[config.mk]
export PLATFORM = sky130hd
export DESIGN_NAME = hmbs_lerp
export DESIGN_NICKNAME = d
export VERILOG_FILES = /design/src/rtl/hmbs_pkg.sv /design/src/rtl/hmbs_lerp.sv
export SDC_FILE = /design/constraint.sdc
export NUM_CORES = 1
export LEC_CHECK = 0
export BUFFER_PORTS_ARGS = -buffer_cell sky130_fd_sc_hd__buf_2
export CAP_MARGIN = 20
export CORE_MARGIN = 2
export CORE_UTILIZATION = 45
export CTS_CLUSTER_SIZE = 25
export DETAILED_ROUTE_END_ITERATION = 8
export PLACE_DENSITY = 0.63
export SYNTH_ARGS = -nofsm -noshare
export SYNTH_HDL_FRONTEND = slang
export SYNTH_SLANG_ARGS = --single-unit
[constraint.sdc]
create_clock -name clock -period 6.25 [get_ports clock]
set_input_delay 0.9375 -clock clock [delete_from_list [all_inputs] [get_ports clock]]
set_output_delay 0.9375 -clock clock [all_outputs]
set_load 0.1 [all_outputs]
[src/rtl/hmbs_pkg.sv]
`default_nettype none

package hmbs_pkg;

   localparam int DATA_W     = 32;
   localparam int FRAC_W     = 16;
   localparam int CSR_IDX_W  = 3;
   localparam int SIZE_REG_W = 8;
   localparam int LOAD_IDX_W = 7;
   // wide enough for any grid dimension up to 1024
   localparam int DIM_W      = 11;

   localparam int DEF_MAX_COLUMNS = 128;
   localparam int DEF_MAX_ROWS    = 128;

   localparam logic [CSR_IDX_W-1:0] CSR_ORIGIN_X     = 3'd0;
   localparam logic [CSR_IDX_W-1:0] CSR_ORIGIN_Z     = 3'd1;
   localparam logic [CSR_IDX_W-1:0] CSR_INV_CELL_X   = 3'd2;
   localparam logic [CSR_IDX_W-1:0] CSR_INV_CELL_Z   = 3'd3;
   localparam logic [CSR_IDX_W-1:0] CSR_FLOOR_Y      = 3'd4;
   localparam logic [CSR_IDX_W-1:0] CSR_CEILING_Y    = 3'd5;
   localparam logic [CSR_IDX_W-1:0] CSR_GRID_COLUMNS = 3'd6;
   localparam logic [CSR_IDX_W-1:0] CSR_GRID_ROWS    = 3'd7;

   localparam logic [DATA_W-1:0]     ORIGIN_RESET   = 32'h0000_0000;
   localparam logic [DATA_W-1:0]     INV_CELL_RESET = 32'h0001_0000;
   localparam logic [DATA_W-1:0]     FLOOR_RESET    = 32'h8000_0000;
   localparam logic [DATA_W-1:0]     CEILING_RESET  = 32'h7fff_ffff;
   localparam logic [SIZE_REG_W-1:0] SIZE_RESET     = 8'd128;

   // per-axis mapping setup handed to the coordinate pipeline
   typedef struct packed {
      logic [DATA_W-1:0] origin;
      logic [DATA_W-1:0] inv_cell;
   } axis_cfg_type;

endpackage

`default_nettype wire

[src/rtl/hmbs_lerp.sv]
`default_nettype none

// y = a + floor((b - a) * frac / 2^16), three register stages
module hmbs_lerp import hmbs_pkg::*; (
   input  wire logic                     clock,
   input  wire logic signed [DATA_W-1:0] a,
   input  wire logic signed [DATA_W-1:0] b,
   input  wire logic        [FRAC_W-1:0] frac,
   output logic      signed [DATA_W-1:0] y
);

   localparam int PROD_W = DATA_W + FRAC_W + 2;

   logic signed [DATA_W:0]   diff_in, diff_ff;
   logic signed [DATA_W-1:0] base_ff, base2_ff;
   logic        [FRAC_W-1:0] frac_ff;
   logic signed [PROD_W-1:0] prod_in, prod_ff;
   logic signed [DATA_W-1:0] y_in, y_ff;

   assign diff_in = $signed({b[DATA_W-1], b}) - $signed({a[DATA_W-1], a});
   assign prod_in = diff_ff * $signed({1'b0, frac_ff});
   // arithmetic shift floors; the mix never leaves the range of a and b
   assign y_in    = DATA_W'(base2_ff + (prod_ff >>> FRAC_W));

   always_ff @(posedge clock) begin
      diff_ff  <= diff_in;
      base_ff  <= a;
      frac_ff  <= frac;
      prod_ff  <= prod_in;
      base2_ff <= base_ff;
      y_ff     <= y_in;
   end

   assign y = y_ff;

endmodule

`default_nettype wire

After elaboration in Yosys (flattened, before gate mapping)

Cells that the tools add are included.

Register bits after elaboration: 193
Bits of input ports: 81
Output and inout bits: 32
Logic and storage cells: 9

Add/subtract/negate cells: 2
$mul: 1

Operators with widths:

| operator         | number |
|---|---|
| $mul A33 B17 Y48 | 1 |
| $sub A32 B32 Y33 | 1 |
| $add A32 B32 Y32 | 1 |

Logic depth before layout (Yosys ltp)

Depth in word-level cells: 1
Mapped depth: 24
Mapped depth without buffers: 23

Worst setup path before layout

OpenSTA, ideal clock, no wires.

Kind: reg2reg
Start point: register diff_ff[27]
End point: register prod_ff[42]
Library setup time: 0.123 ns
Data arrival time: 5.812 ns
Required time: 6.127 ns
Slack: 0.315 ns
Stages on the path, launching flop included: 22
Buffers on the path: 1
Clock period less this slack: 5.935 ns
Cell sequence: dfxtp_1 > clkbuf_1 > nand2_1 > fa_1 > fa_1 > fa_1 > inv_1 > fa_1 > fa_1 > inv_1 > fa_1 > inv_1 > ha_1 > and3_4 > and2_1 > a2111oi_2 > o221ai_1 > a21oi_2 > a21oi_2 > a211oi_2 > o21bai_1 > xor2_1

Word-level cells in the longest chain between the ends: 1

Ends and longest elaborated chain:

| what                   | line            | source |
|---|---|---|
| start, declared        | hmbs_lerp.sv:14 | `logic signed [DATA_W:0] diff_in, diff_ff;` |
| start signal, assigned | hmbs_lerp.sv:26 | `diff_ff <= diff_in;` |
| $mul A33 B17 Y48       | hmbs_lerp.sv:21 | `assign prod_in = diff_ff * $signed({1'b0, frac_ff});` |
| via prod_in[42]        | hmbs_lerp.sv:17 | `logic signed [PROD_W-1:0] prod_in, prod_ff;` |
| end signal, assigned   | hmbs_lerp.sv:29 | `prod_ff <= prod_in;` |
| end, declared          | hmbs_lerp.sv:17 |  |

The timed path passes the listed nets, and every way through them passes these cells.

Worst setup path after layout

Start point: register frac_ff[5]
End point: register prod_ff[45]

Word-level cells in the longest chain between the ends: 1

Ends and longest elaborated chain:

| what                   | line            | source |
|---|---|---|
| start, declared        | hmbs_lerp.sv:16 | `logic [FRAC_W-1:0] frac_ff;` |
| start signal, assigned | hmbs_lerp.sv:28 | `frac_ff <= frac;` |
| $mul A33 B17 Y48       | hmbs_lerp.sv:21 |  |
| via prod_in[45]        | hmbs_lerp.sv:17 |  |

The timed path passes the listed nets, and every way through them passes these cells.

==> metrics <==
Die Height 237.3 um; antenna viol nets, final 0; Total GRT Usage 23.49%; Final nets 3,604; register area 3593 um2; pins over their slew limit 0; Buf/Inv on CP 3; RSZ-0062 raised after global routing yes; clock root cell clkbuf_16; Yosys reg bits 177; slew margin rel. 40.55%; area delta synth->final 15.10%; Async SR Flop Fraction 0%; setup slack after layout 142.3 ps; maxcap violations 0; first drt pass iteration count 5; Mapped Area 24,500 um2; first-pass GRT wire length 102.6 mm; Post-synth EDFFs 0; Netlist cell types 69; post-route cell area 28,200 um2; Sink Count 177; Worst-Skew Late Latency 500 ps; yosys warns 0; Initial Utilization 45.53%; area of the multi-input gates 18,580 um2; critical path's largest stage delay 550 ps; largest net degree at the start of global routing 35; row count 85; area post-placement 27,040 um2; GPL Wtd Cong 0.8835; crit-path cells buf_12 > and2_1 > fa_1 > inv_1 > fa_1 > fa_1 > inv_1 > fa_1 > fa_1 > fa_1 > ha_4 > a21oi_2 > o21bai_1 > a211o_1 > a311oi_2 > o21ai_4 > a2111oi_4 > o31ai_4 > a21oi_2 > xnor2_1; Die Span X 237.3 um; Reg clk slew, reported paths 80 ps; crit share post-route 97.72%; drt total wl 64.64 mm; top_reg_cell synth dfxtp_1; CTS tree built; Final Hold Fails 0; IO Port Bufs 112; Final Non-Filler Cells 3,566; Final setup viols 0; via count 18,192; Gate Count Post-Synth 2,647; Startpoint Class flip-flop; CP most frequent cell fa_1; die area 56,330 um2; post-cts hold buffer count 0; worst min path class reg2reg; R2R setup slack 140 ps; hold depth 0; Detailed Place HPWL 51.47 mm; Core ar. 53,810 um2; Worst path top cell family by delay adder cells; Routed WL per cell 18.13 um; n_diodes 0; share of post-route cells with drive strength above 1 14.01%; slew at the pin closest to its max-slew limit 890.1 ps; critical path peak fanout 18; Crit-path slowest cell fa_1; vias in the first global route 19,836; hold path endpoint base2_ff[14]; fillers 4,960; Synth Area per Inst 9.257 um2; skew final 22.25 ps; DR vias/cell 5.102; FMAX 0.1637 GHz; antenna violations before repair 0; deepest clock path buffer count 2; critical path endpoint category flip-flop; Final Critical Period 6108 ps; H-Tree Depth 4; DP Worst Slack -61.44 ps; WP data arrival 6530 ps; DRT iter0 DRCs 884; Hold Startpoint base_ff[14]; I/O pin count 113; Num CTS Buffers 17; Residual DRC 0; Reg2Reg Depth 20; worst setup path category reg2reg; Critical R2R Capture prod_ff[45]; placed cell count 3,519; status complete, no violations; register area share after synthesis 14.46%; reg-to-reg startpoint frac_ff[5]; GR Overflow Total 0; syn_nets 3,394; CP required 6670 ps
## cell type report
| type | count | area share, % |
|---|---|---|
| multi-input combinational | 1770 | 65.87 |
| sequential | 177 | 12.74 |
| inverter | 612 | 8.146 |
| timing repair buffer | 279 | 8.075 |
| tap | 696 | 3.088 |
| clock buffer | 19 | 1.571 |
| clock inverter | 13 | 0.5102 |
## worst max-delay path by stage
stage	from	endpoint	slack, ps	cells after the start
detailed placement	diff_ff[11]	prod_ff[45]	-60	21
floorplan	diff_ff[27]	prod_ff[42]	310	21
finish	frac_ff[5]	prod_ff[45]	140	20
global route	frac_ff[5]	prod_ff[45]	-90	20
CTS	frac_ff[3]	prod_ff[45]	8	23
global placement	diff_ff[5]	prod_ff[28]	30	23
## logic make-up (layout without fill, tap and decap cells)
family                     after synthesis  count (layout)  synth area share (%)
adders and majority gates              666             666                 49.05
xor gates and xnor gates                98              98                 3.503
DFF                                    177             177                 14.46
buffers and inverters                  700             923                 10.73
AOI/OAI and AO/OA                      264             264                 7.486
and+or+nand+nor                        741             741                 14.72
muxes                                    1               1               0.04085
## sequential cells by signal (all words and copies together) (netlist names)
name / count
diff_ff: 33
base2_ff: 32
base_ff: 32
prod_ff: 32
y: 32
frac_ff: 16
## synth_stat cells, drive strengths merged, types with 3 or more instances
library cell	number	area, um2
o21bai	14	105.1
a21boi	4	33.78
a211oi	12	100.1
inv	612	2297
o31a	4	43.80
nor3	15	75.07
nand3	19	95.09
nand3b	3	22.52
xnor2	69	604.3
and3	18	117.6
nor2	55	209.0
ha	175	2190
a21o	39	292.8
or2	3	18.77
o21ai	45	240.2
a2111oi	8	101.4
xor2	29	254.0
o211ai	7	52.55
and2	232	1451
nand4	10	62.56
or3	4	25.02
fa	491	9829
dfxtp	177	3543
a31oi	8	56.30
o31ai	6	50.05
a21oi	80	422.9
a221oi	3	26.28
clkbuf	86	322.8
a211o	3	26.28
nor2b	13	81.33
nand2b	17	106.4
o21a	10	75.07
nand2	348	1306
## repair_timing
item / 4_1_cts / 5_1_grt
setup endpoints to repair: 7 / 22
gates cloned: 0 / 7
resized for setup: 9 / 78
buffers inserted: 0 / 8
pin swaps: 0 / 26
## layer usage
| layer | part of all wire (%) | wire [um] | track usage, % |
|---|---|---|---|
| met1 | 41 | 26280 | 29.02 |
| met2 | 52 | 33570 | 42.36 |
| met3 | 5.1 | 3321 | 3.496 |
| met4 | 2.3 | 1470 | 7.147 |
| met5 | 0 | 0 | 0 |
## worst register-to-register path: stages (launching register included)
cell	delay, ps
dfxtp_2	350
buf_12	160
and2_1	170
fa_1	530
inv_1	60
fa_1	540
fa_1	550
inv_1	60
fa_1	440
fa_1	540
fa_1	470
ha_4	280
a21oi_2	130
o21bai_1	70
a211o_1	340
a311oi_2	320
o21ai_4	150
a2111oi_4	470
o31ai_4	140
a21oi_2	140
xnor2_1	130
## placed cells by master (no fill, tap or decap), drive strengths merged, types with 3 or more instances in the layout
cell,Yosys,routed
a2111oi,8,8
a211o,3,3
a211oi,12,12
a21boi,4,4
a21o,39,39
a21oi,80,80
a221oi,3,3
a31oi,8,8
and2,232,232
and3,18,18
buf,2,272
clkbuf,86,26
clkinv,0,4
dfxtp,177,177
fa,491,491
ha,175,175
inv,612,619
nand2,348,348
nand2b,17,17
nand3,19,19
nand3b,3,3
nand4,10,10
nor2,55,55
nor2b,13,13
nor3,15,15
o211ai,7,7
o21a,10,10
o21ai,45,45
o21bai,14,14
o31a,4,4
o31ai,6,6
or2,3,3
or3,4,4
xnor2,69,69
xor2,29,29
## stage by stage
stage / utilization [%] / hold WS, ps / setup TNS (ps)
CTS: 51.38 / 329.2 / 0
floorplan: - / 309.6 / 0
global placement: 50.25 / 309.9 / 0
detailed placement: 50.25 / 312.1 / -77.29
finish: 52.41 / 327.2 / 0
global route: 52.41 / 334.6 / -180.9
Power is left out: the tool's default activity adds up to more than one toggle a clock period on the data nets, which glitch-free logic cannot reach.
