[config.mk]
export PLATFORM = sky130hd
export DESIGN_NAME = hmbs_axis
export DESIGN_NICKNAME = d
export VERILOG_FILES = /design/src/rtl/hmbs_pkg.sv /design/src/rtl/hmbs_axis.sv
export SDC_FILE = /design/constraint.sdc
export NUM_CORES = 2
export LEC_CHECK = 0
export BUFFER_PORTS_ARGS = -buffer_cell sky130_fd_sc_hd__buf_2
export CAP_MARGIN = 20
export CORE_MARGIN = 2
export CORE_UTILIZATION = 40
export DETAILED_ROUTE_END_ITERATION = 12
export GPL_TIMING_DRIVEN = 0
export PLACE_DENSITY_LB_ADDON = 0.1
export RECOVER_POWER = 50
export SETUP_SLACK_MARGIN = 0.05
export SLEW_MARGIN = 30
export SYNTH_ARGS = -nofsm -noshare
export SYNTH_HDL_FRONTEND = slang
export SYNTH_SLANG_ARGS = --single-unit
[constraint.sdc]
create_clock -name clock -period 8.8 [get_ports clock]
set_clock_uncertainty 0.1 [all_clocks]
set_input_delay 1.32 -clock clock [delete_from_list [all_inputs] [get_ports clock]]
set_output_delay 1.32 -clock clock [all_outputs]
set_load 0.02 [all_outputs]
[src/rtl/hmbs_pkg.sv]
`default_nettype none

package hmbs_pkg;

   localparam int DATA_W     = 32;
   localparam int FRAC_W     = 16;
   localparam int CSR_IDX_W  = 3;
   localparam int SIZE_REG_W = 8;
   localparam int LOAD_IDX_W = 7;
   // wide enough for any grid dimension up to 1024
   localparam int DIM_W      = 11;

   localparam int DEF_MAX_COLUMNS = 128;
   localparam int DEF_MAX_ROWS    = 128;

   localparam logic [CSR_IDX_W-1:0] CSR_ORIGIN_X     = 3'd0;
   localparam logic [CSR_IDX_W-1:0] CSR_ORIGIN_Z     = 3'd1;
   localparam logic [CSR_IDX_W-1:0] CSR_INV_CELL_X   = 3'd2;
   localparam logic [CSR_IDX_W-1:0] CSR_INV_CELL_Z   = 3'd3;
   localparam logic [CSR_IDX_W-1:0] CSR_FLOOR_Y      = 3'd4;
   localparam logic [CSR_IDX_W-1:0] CSR_CEILING_Y    = 3'd5;
   localparam logic [CSR_IDX_W-1:0] CSR_GRID_COLUMNS = 3'd6;
   localparam logic [CSR_IDX_W-1:0] CSR_GRID_ROWS    = 3'd7;

   localparam logic [DATA_W-1:0]     ORIGIN_RESET   = 32'h0000_0000;
   localparam logic [DATA_W-1:0]     INV_CELL_RESET = 32'h0001_0000;
   localparam logic [DATA_W-1:0]     FLOOR_RESET    = 32'h8000_0000;
   localparam logic [DATA_W-1:0]     CEILING_RESET  = 32'h7fff_ffff;
   localparam logic [SIZE_REG_W-1:0] SIZE_RESET     = 8'd128;

   // per-axis mapping setup handed to the coordinate pipeline
   typedef struct packed {
      logic [DATA_W-1:0] origin;
      logic [DATA_W-1:0] inv_cell;
   } axis_cfg_type;

endpackage

`default_nettype wire

[src/rtl/hmbs_axis.sv]
`default_nettype none

// Coordinate to grid index pipeline: subtract, scale, clamp, split.
// coord passes the dist, prod and pos registers, in that order, before idx0/idx1/frac.
module hmbs_axis import hmbs_pkg::*; #(
   parameter int IDX_W = 7,
   localparam int SIZE_W = IDX_W + 1
) (
   input  wire logic                clock,
   input  wire logic [DATA_W-1:0]   coord,
   input  wire axis_cfg_type        cfg,
   input  wire logic [SIZE_W-1:0]   size,
   output logic      [IDX_W-1:0]    idx0,
   output logic      [IDX_W-1:0]    idx1,
   output logic      [FRAC_W-1:0]   frac
);

   localparam int POS_W  = SIZE_W + FRAC_W;
   localparam int PROD_W = 2 * DATA_W;

   logic signed [DATA_W:0]    diff;
   logic [DATA_W-1:0]         dist_in, dist_ff;
   logic [PROD_W-1:0]         prod_in, prod_ff;
   logic [PROD_W-FRAC_W-1:0]  scaled;
   logic [POS_W-1:0]          lim;
   logic [POS_W-1:0]          pos_in, pos_ff;
   logic [SIZE_W-1:0]         ix, last;
   logic [SIZE_W:0]           ix_next;

   assign diff = $signed({coord[DATA_W-1], coord})
               - $signed({cfg.origin[DATA_W-1], cfg.origin});
   // at or left of the origin maps to position zero
   assign dist_in = diff[DATA_W] ? '0 : diff[DATA_W-1:0];

   assign prod_in = PROD_W'(dist_ff) * PROD_W'(cfg.inv_cell);

   assign scaled = prod_ff[PROD_W-1:FRAC_W];
   assign lim    = {size, {FRAC_W{1'b0}}};
   assign pos_in = (scaled > (PROD_W-FRAC_W)'(lim)) ? lim : scaled[POS_W-1:0];

   always_ff @(posedge clock) begin
      dist_ff <= dist_in;
      prod_ff <= prod_in;
      pos_ff  <= pos_in;
   end

   assign ix      = pos_ff[POS_W-1:FRAC_W];
   assign last    = size - 1'b1;
   assign ix_next = (SIZE_W+1)'(ix) + 1'b1;
   assign idx0    = IDX_W'((ix > last) ? last : ix);
   assign idx1    = IDX_W'((ix_next > {1'b0, last}) ? {1'b0, last} : ix_next);
   assign frac    = pos_ff[FRAC_W-1:0];

endmodule

`default_nettype wire

; ---- Yosys cells after proc, flatten, opt, wreduce, memory -nomap -nowiden
; Cells that the tools add are included.
[totals]
ff_bits = 120
inputBits = 105
out_inout_bits = 30
elab_cells = 14
[op_classes]
add_sub_neg = 3
mul = 1
n_lt_le_gt_ge = 3
n_mux = 3
[op_table]
columns = cell, n
row1 = $mul A32 B32 Y64, 1
row2 = $gt A48 B24 Y1, 1
row3 = $sub A32 B32 Y33, 1
row4 = $mux W24, 1
row5 = $mux W7, 2
row6 = $add A8 B1 Y9 const B, 1
row7 = $gt A9 B8 Y1, 1
row8 = $gt A8 B8 Y1, 1
row9 = $sub A8 B1 Y8 const B, 1

; ---- Logic depth before layout (Yosys ltp)
[depth]
word_depth = 3
ltp_mapped = 28
depth_no_buf = 26

; ---- Least setup slack after synthesis
; No wires, ideal clock.
[synth_path]
kind = input-to-reg
start = input cfg[9] (netlist bit)
end = register prod_ff[55]
t_arrival_ps = 8336
t_required_ps = 8628
slack_ps = 292
path_stages = 24
n_path_buf = 1
path_cell_list = clkbuf_1 > and2_1 > fa_1 > fa_1 > inv_1 > fa_1 > fa_1 > inv_1 > fa_1 > fa_1 > fa_1 > inv_1 > fa_1 > inv_1 > ha_1 > nand4_2 > or2_4 > or4_4 > o2111ai_2 > nand2_2 > o41ai_4 > a41oi_2 > o41ai_2 > xor2_1
[synth_between]
elab_chain_len = 1
[synth_lines]
columns = item, line_no
row1 = start: declaration, hmbs_axis.sv:11  ; input wire axis_cfg_type cfg,
row2 = $mul A32 B32 Y64, hmbs_axis.sv:35  ; assign prod_in = PROD_W'(dist_ff) * PROD_W'(cfg.inv_cell);
row3 = via prod_in[55], hmbs_axis.sv:23  ; logic [PROD_W-1:0] prod_in, prod_ff;
row4 = end signal: assignment, hmbs_axis.sv:43  ; prod_ff <= prod_in;
row5 = end: declaration, hmbs_axis.sv:23
; The timed path passes the listed nets, and every way through them passes these cells.
; A chain may end at the register's enable or synchronous reset.

; ---- Worst setup path after layout
[layout_path]
start = input cfg[31] (netlist bit)
end = register prod_ff[55]
; Same word-level chain as after synthesis.

==> flow_summary.json <==
{
  "outcome": "finished clean",
  "startpoint_type": "input pin",
  "drv_slew": 0,
  "path_clk_slew_ns": 0.07,
  "synth_warnings": 0,
  "dieArea_sq_um": 97200,
  "pre_cts_ws_ns": -1.64,
  "gp_congestion": 0.993,
  "synth-seq-cells": 104,
  "nets": 5648,
  "portBuffers": 134,
  "worst_pin_slew_ns": 1.15,
  "wl_mm": 140,
  "drv_cap": 0,
  "slowest_delay_ns": 0.61,
  "die_x_microns": 312,
  "slowest_stage": "fa_2",
  "hold_class": "reg -> reg",
  "avgSynthCellArea_sq_um": 9.15,
  "finalWorstSetupSlack_ns": 0.167,
  "cts_tree": "done",
  "drt_iter0_markers": 2085,
  "netlist-cell-type-count": 69,
  "synthCells": 4144,
  "drc_errors": 0,
  "synth_area_sq_um": 37900,
  "grt_max_degree": 17,
  "area_delta_synth_final_pct": 10.9,
  "grt_pass1_wl_mm": 203,
  "critical_path_required_ns": 9.04,
  "clock_sinks": 104,
  "critical_path_class": "in -> reg",
  "io_pins": 135,
  "slew_headroom_pct": 23.1,
  "synth_edf_count": 0,
  "whs_ns": 0.361,
  "dpl.hpwl_mm": 118,
  "clk-insertion-delay-late_ns": 0.44,
  "crit_buf_inv": 4,
  "crit_family": "adder cells",
  "first_global_vias": 30400,
  "hold_viol": 0,
  "period_needed_ns": 8.63,
  "worstPathMaxFanout": 10,
  "synth_nets": 5463,
  "cp.arrival_ns": 8.88,
  "fillers": 9477,
  "htree_num_levels": 3,
  "clockBufferDepth": 2,
  "drive_gt1_share_pct": 10.1,
  "wl_per_cell_microns": 25.0,
  "placementRows": 112,
  "finalCritPeriodShare_pct": 98.1,
  "cp-end-kind": "flip-flop",
  "grt_usage_pct": 29.2,
  "synth_ff_type": "dfxtp_1",
  "coreArea_sq_um": 93600,
  "vias_per_cell": 5.19,
  "gr-total-overflow": 0,
  "via_count": 29100,
  "cpMostUsedCell": "fa_1",
  "rsz0062_at_grt": "yes",
  "setup_viol": 0,
  "synth-seq-area-share_pct": 5.49,
  "antenna_found_initial": 15,
  "drt_pass1_iterations": 9,
  "path_cells": "buf_2 -> clkbuf_2 -> nand2_1 -> fa_1 -> fa_1 -> inv_1 -> fa_1 -> fa_1 -> fa_2 -> fa_1 -> fa_2 -> fa_1 -> ha_1 -> buf_6 -> nand4_4 -> or2_4 -> or4_4 -> o2111ai_4 -> nand2_4 -> o41ai_4 -> a41oi_2 -> o41ai_2 -> xor2_1",
  "async_flop_share_pct": 0,
  "cts-root-buf": "clkbuf_16",
  "cts_buffers": 9,
  "ant_nets": 0,
  "fmax_mhz": 116,
  "start_util_pct": 40.5,
  "die-height_microns": 312
}
## worst paths after layout
check | from | endpoint | slack [ns] | depth (start not counted)
setup reg to reg | dist_ff[19] | prod_ff[55] | 0.20 | 22
hold / removal | prod_ff[26] | pos_ff[10] | 0.36 | 1
hold reg to reg | prod_ff[26] | pos_ff[10] | 0.36 | 1
setup / recovery | cfg[31] | prod_ff[55] | 0.17 | 23
## final cells by class
type | instances | area (sq um) | area share, %
Buffer | 232 | 1670 | 3.98
Clock inverter | 4 | 76.3 | 0.182
Timing Repair Buffer | 180 | 1050 | 2.50
Tap cell | 1254 | 1570 | 3.73
Multi-Input combinational cell | 2879 | 31800 | 75.8
Antenna cell | 7 | 17.5 | 0.0417
Clock buffer | 12 | 246 | 0.587
Sequential cell | 104 | 2080 | 4.96
Inverter | 923 | 3460 | 8.25
## flip-flops by register name, summed over array words and instances, names as in the netlist
| signal | cells |
|---|---|
| prod_ff | 48 |
| pos_ff | 24 |
| dist_ff | 32 |
## stage by stage
stage	TNS (ns)	std cells	util, %	cell area (sq um)
after CTS	0	5550	43.9	41100
after global placement	-32.71	5532	42.9	40100
after floorplan	0	4144	-	37900
after detailed placement	-32.45	5532	42.9	40200
after global routing	0	5590	44.9	42000
final	0	5595	44.9	42000
## cell usage after synthesis (all sizes together) (4+ instances only)
| library cell | count | area [sq um] |
|---|---|---|
| inv | 923 | 3460 |
| fa | 896 | 17900 |
| and2 | 632 | 3950 |
| nand2 | 473 | 1780 |
| ha | 318 | 3980 |
| clkbuf | 214 | 803 |
| dfxtp | 104 | 2080 |
| a21oi | 83 | 415 |
| nor2 | 59 | 221 |
| o21ai | 50 | 250 |
| a21o | 48 | 363 |
| xnor2 | 48 | 420 |
| xor2 | 38 | 333 |
| buf | 24 | 176 |
| nand4 | 22 | 144 |
| o21a | 22 | 165 |
| nand3 | 19 | 95.1 |
| nor3 | 19 | 95.1 |
| and3 | 17 | 106 |
| nor4 | 12 | 75.1 |
| a31oi | 10 | 62.6 |
| nor2b | 10 | 62.6 |
| mux2 | 8 | 90.1 |
| mux2i | 8 | 80.1 |
| o21bai | 7 | 52.6 |
| nand2b | 6 | 37.5 |
| or2 | 6 | 40.0 |
| o31ai | 5 | 37.5 |
| a211oi | 4 | 30.0 |
| o211ai | 4 | 30.0 |
## metal layers
layer / track usage (%) / up-vias / wire length (microns)
met5: 0 / - / 40
met4: 15.4 / 6 / 8380
met3: 3.16 / 270 / 8640
met2: 47.5 / 1029 / 65800
met1: 38.3 / 15200 / 56800
li1: - / 12600 / -
## cells in the final DEF (no fill, tap or decap), drive strengths merged, types with 22 or more instances in the layout
master  instances
dfxtp         104
nor2           59
buf           237
fa            896
ha            318
nand2         473
inv           924
xnor2          48
o21ai          50
and2          632
clkbuf        186
o21a           22
xor2           38
nand4          22
a21o           48
a21oi          83
## cells by family (layout without fill, tap and decap cells)
family	count (synthesis)	in the layout	share of synthesized area, %
buffers and inverters	1161	1351	11.7
AOI/OAI and AO/OA	272	272	4.73
and+or+nand+nor	1291	1291	17.8
other	0	7	0
adders and majority gates	1214	1214	57.8
muxes	16	16	0.449
DFF	104	104	5.49
xor gates and xnor gates	86	86	1.99
## what timing repair did
action	4_1_cts	5_1_grt
gates resized for setup	206	280
endpoints found under the setup margin	29	15
buffers inserted	7	37
hold buffers	0	0
pin swaps	18	62
Power is left out: the tool's default activity adds up to more than one toggle a clock period on the data nets, which glitch-free logic cannot reach.
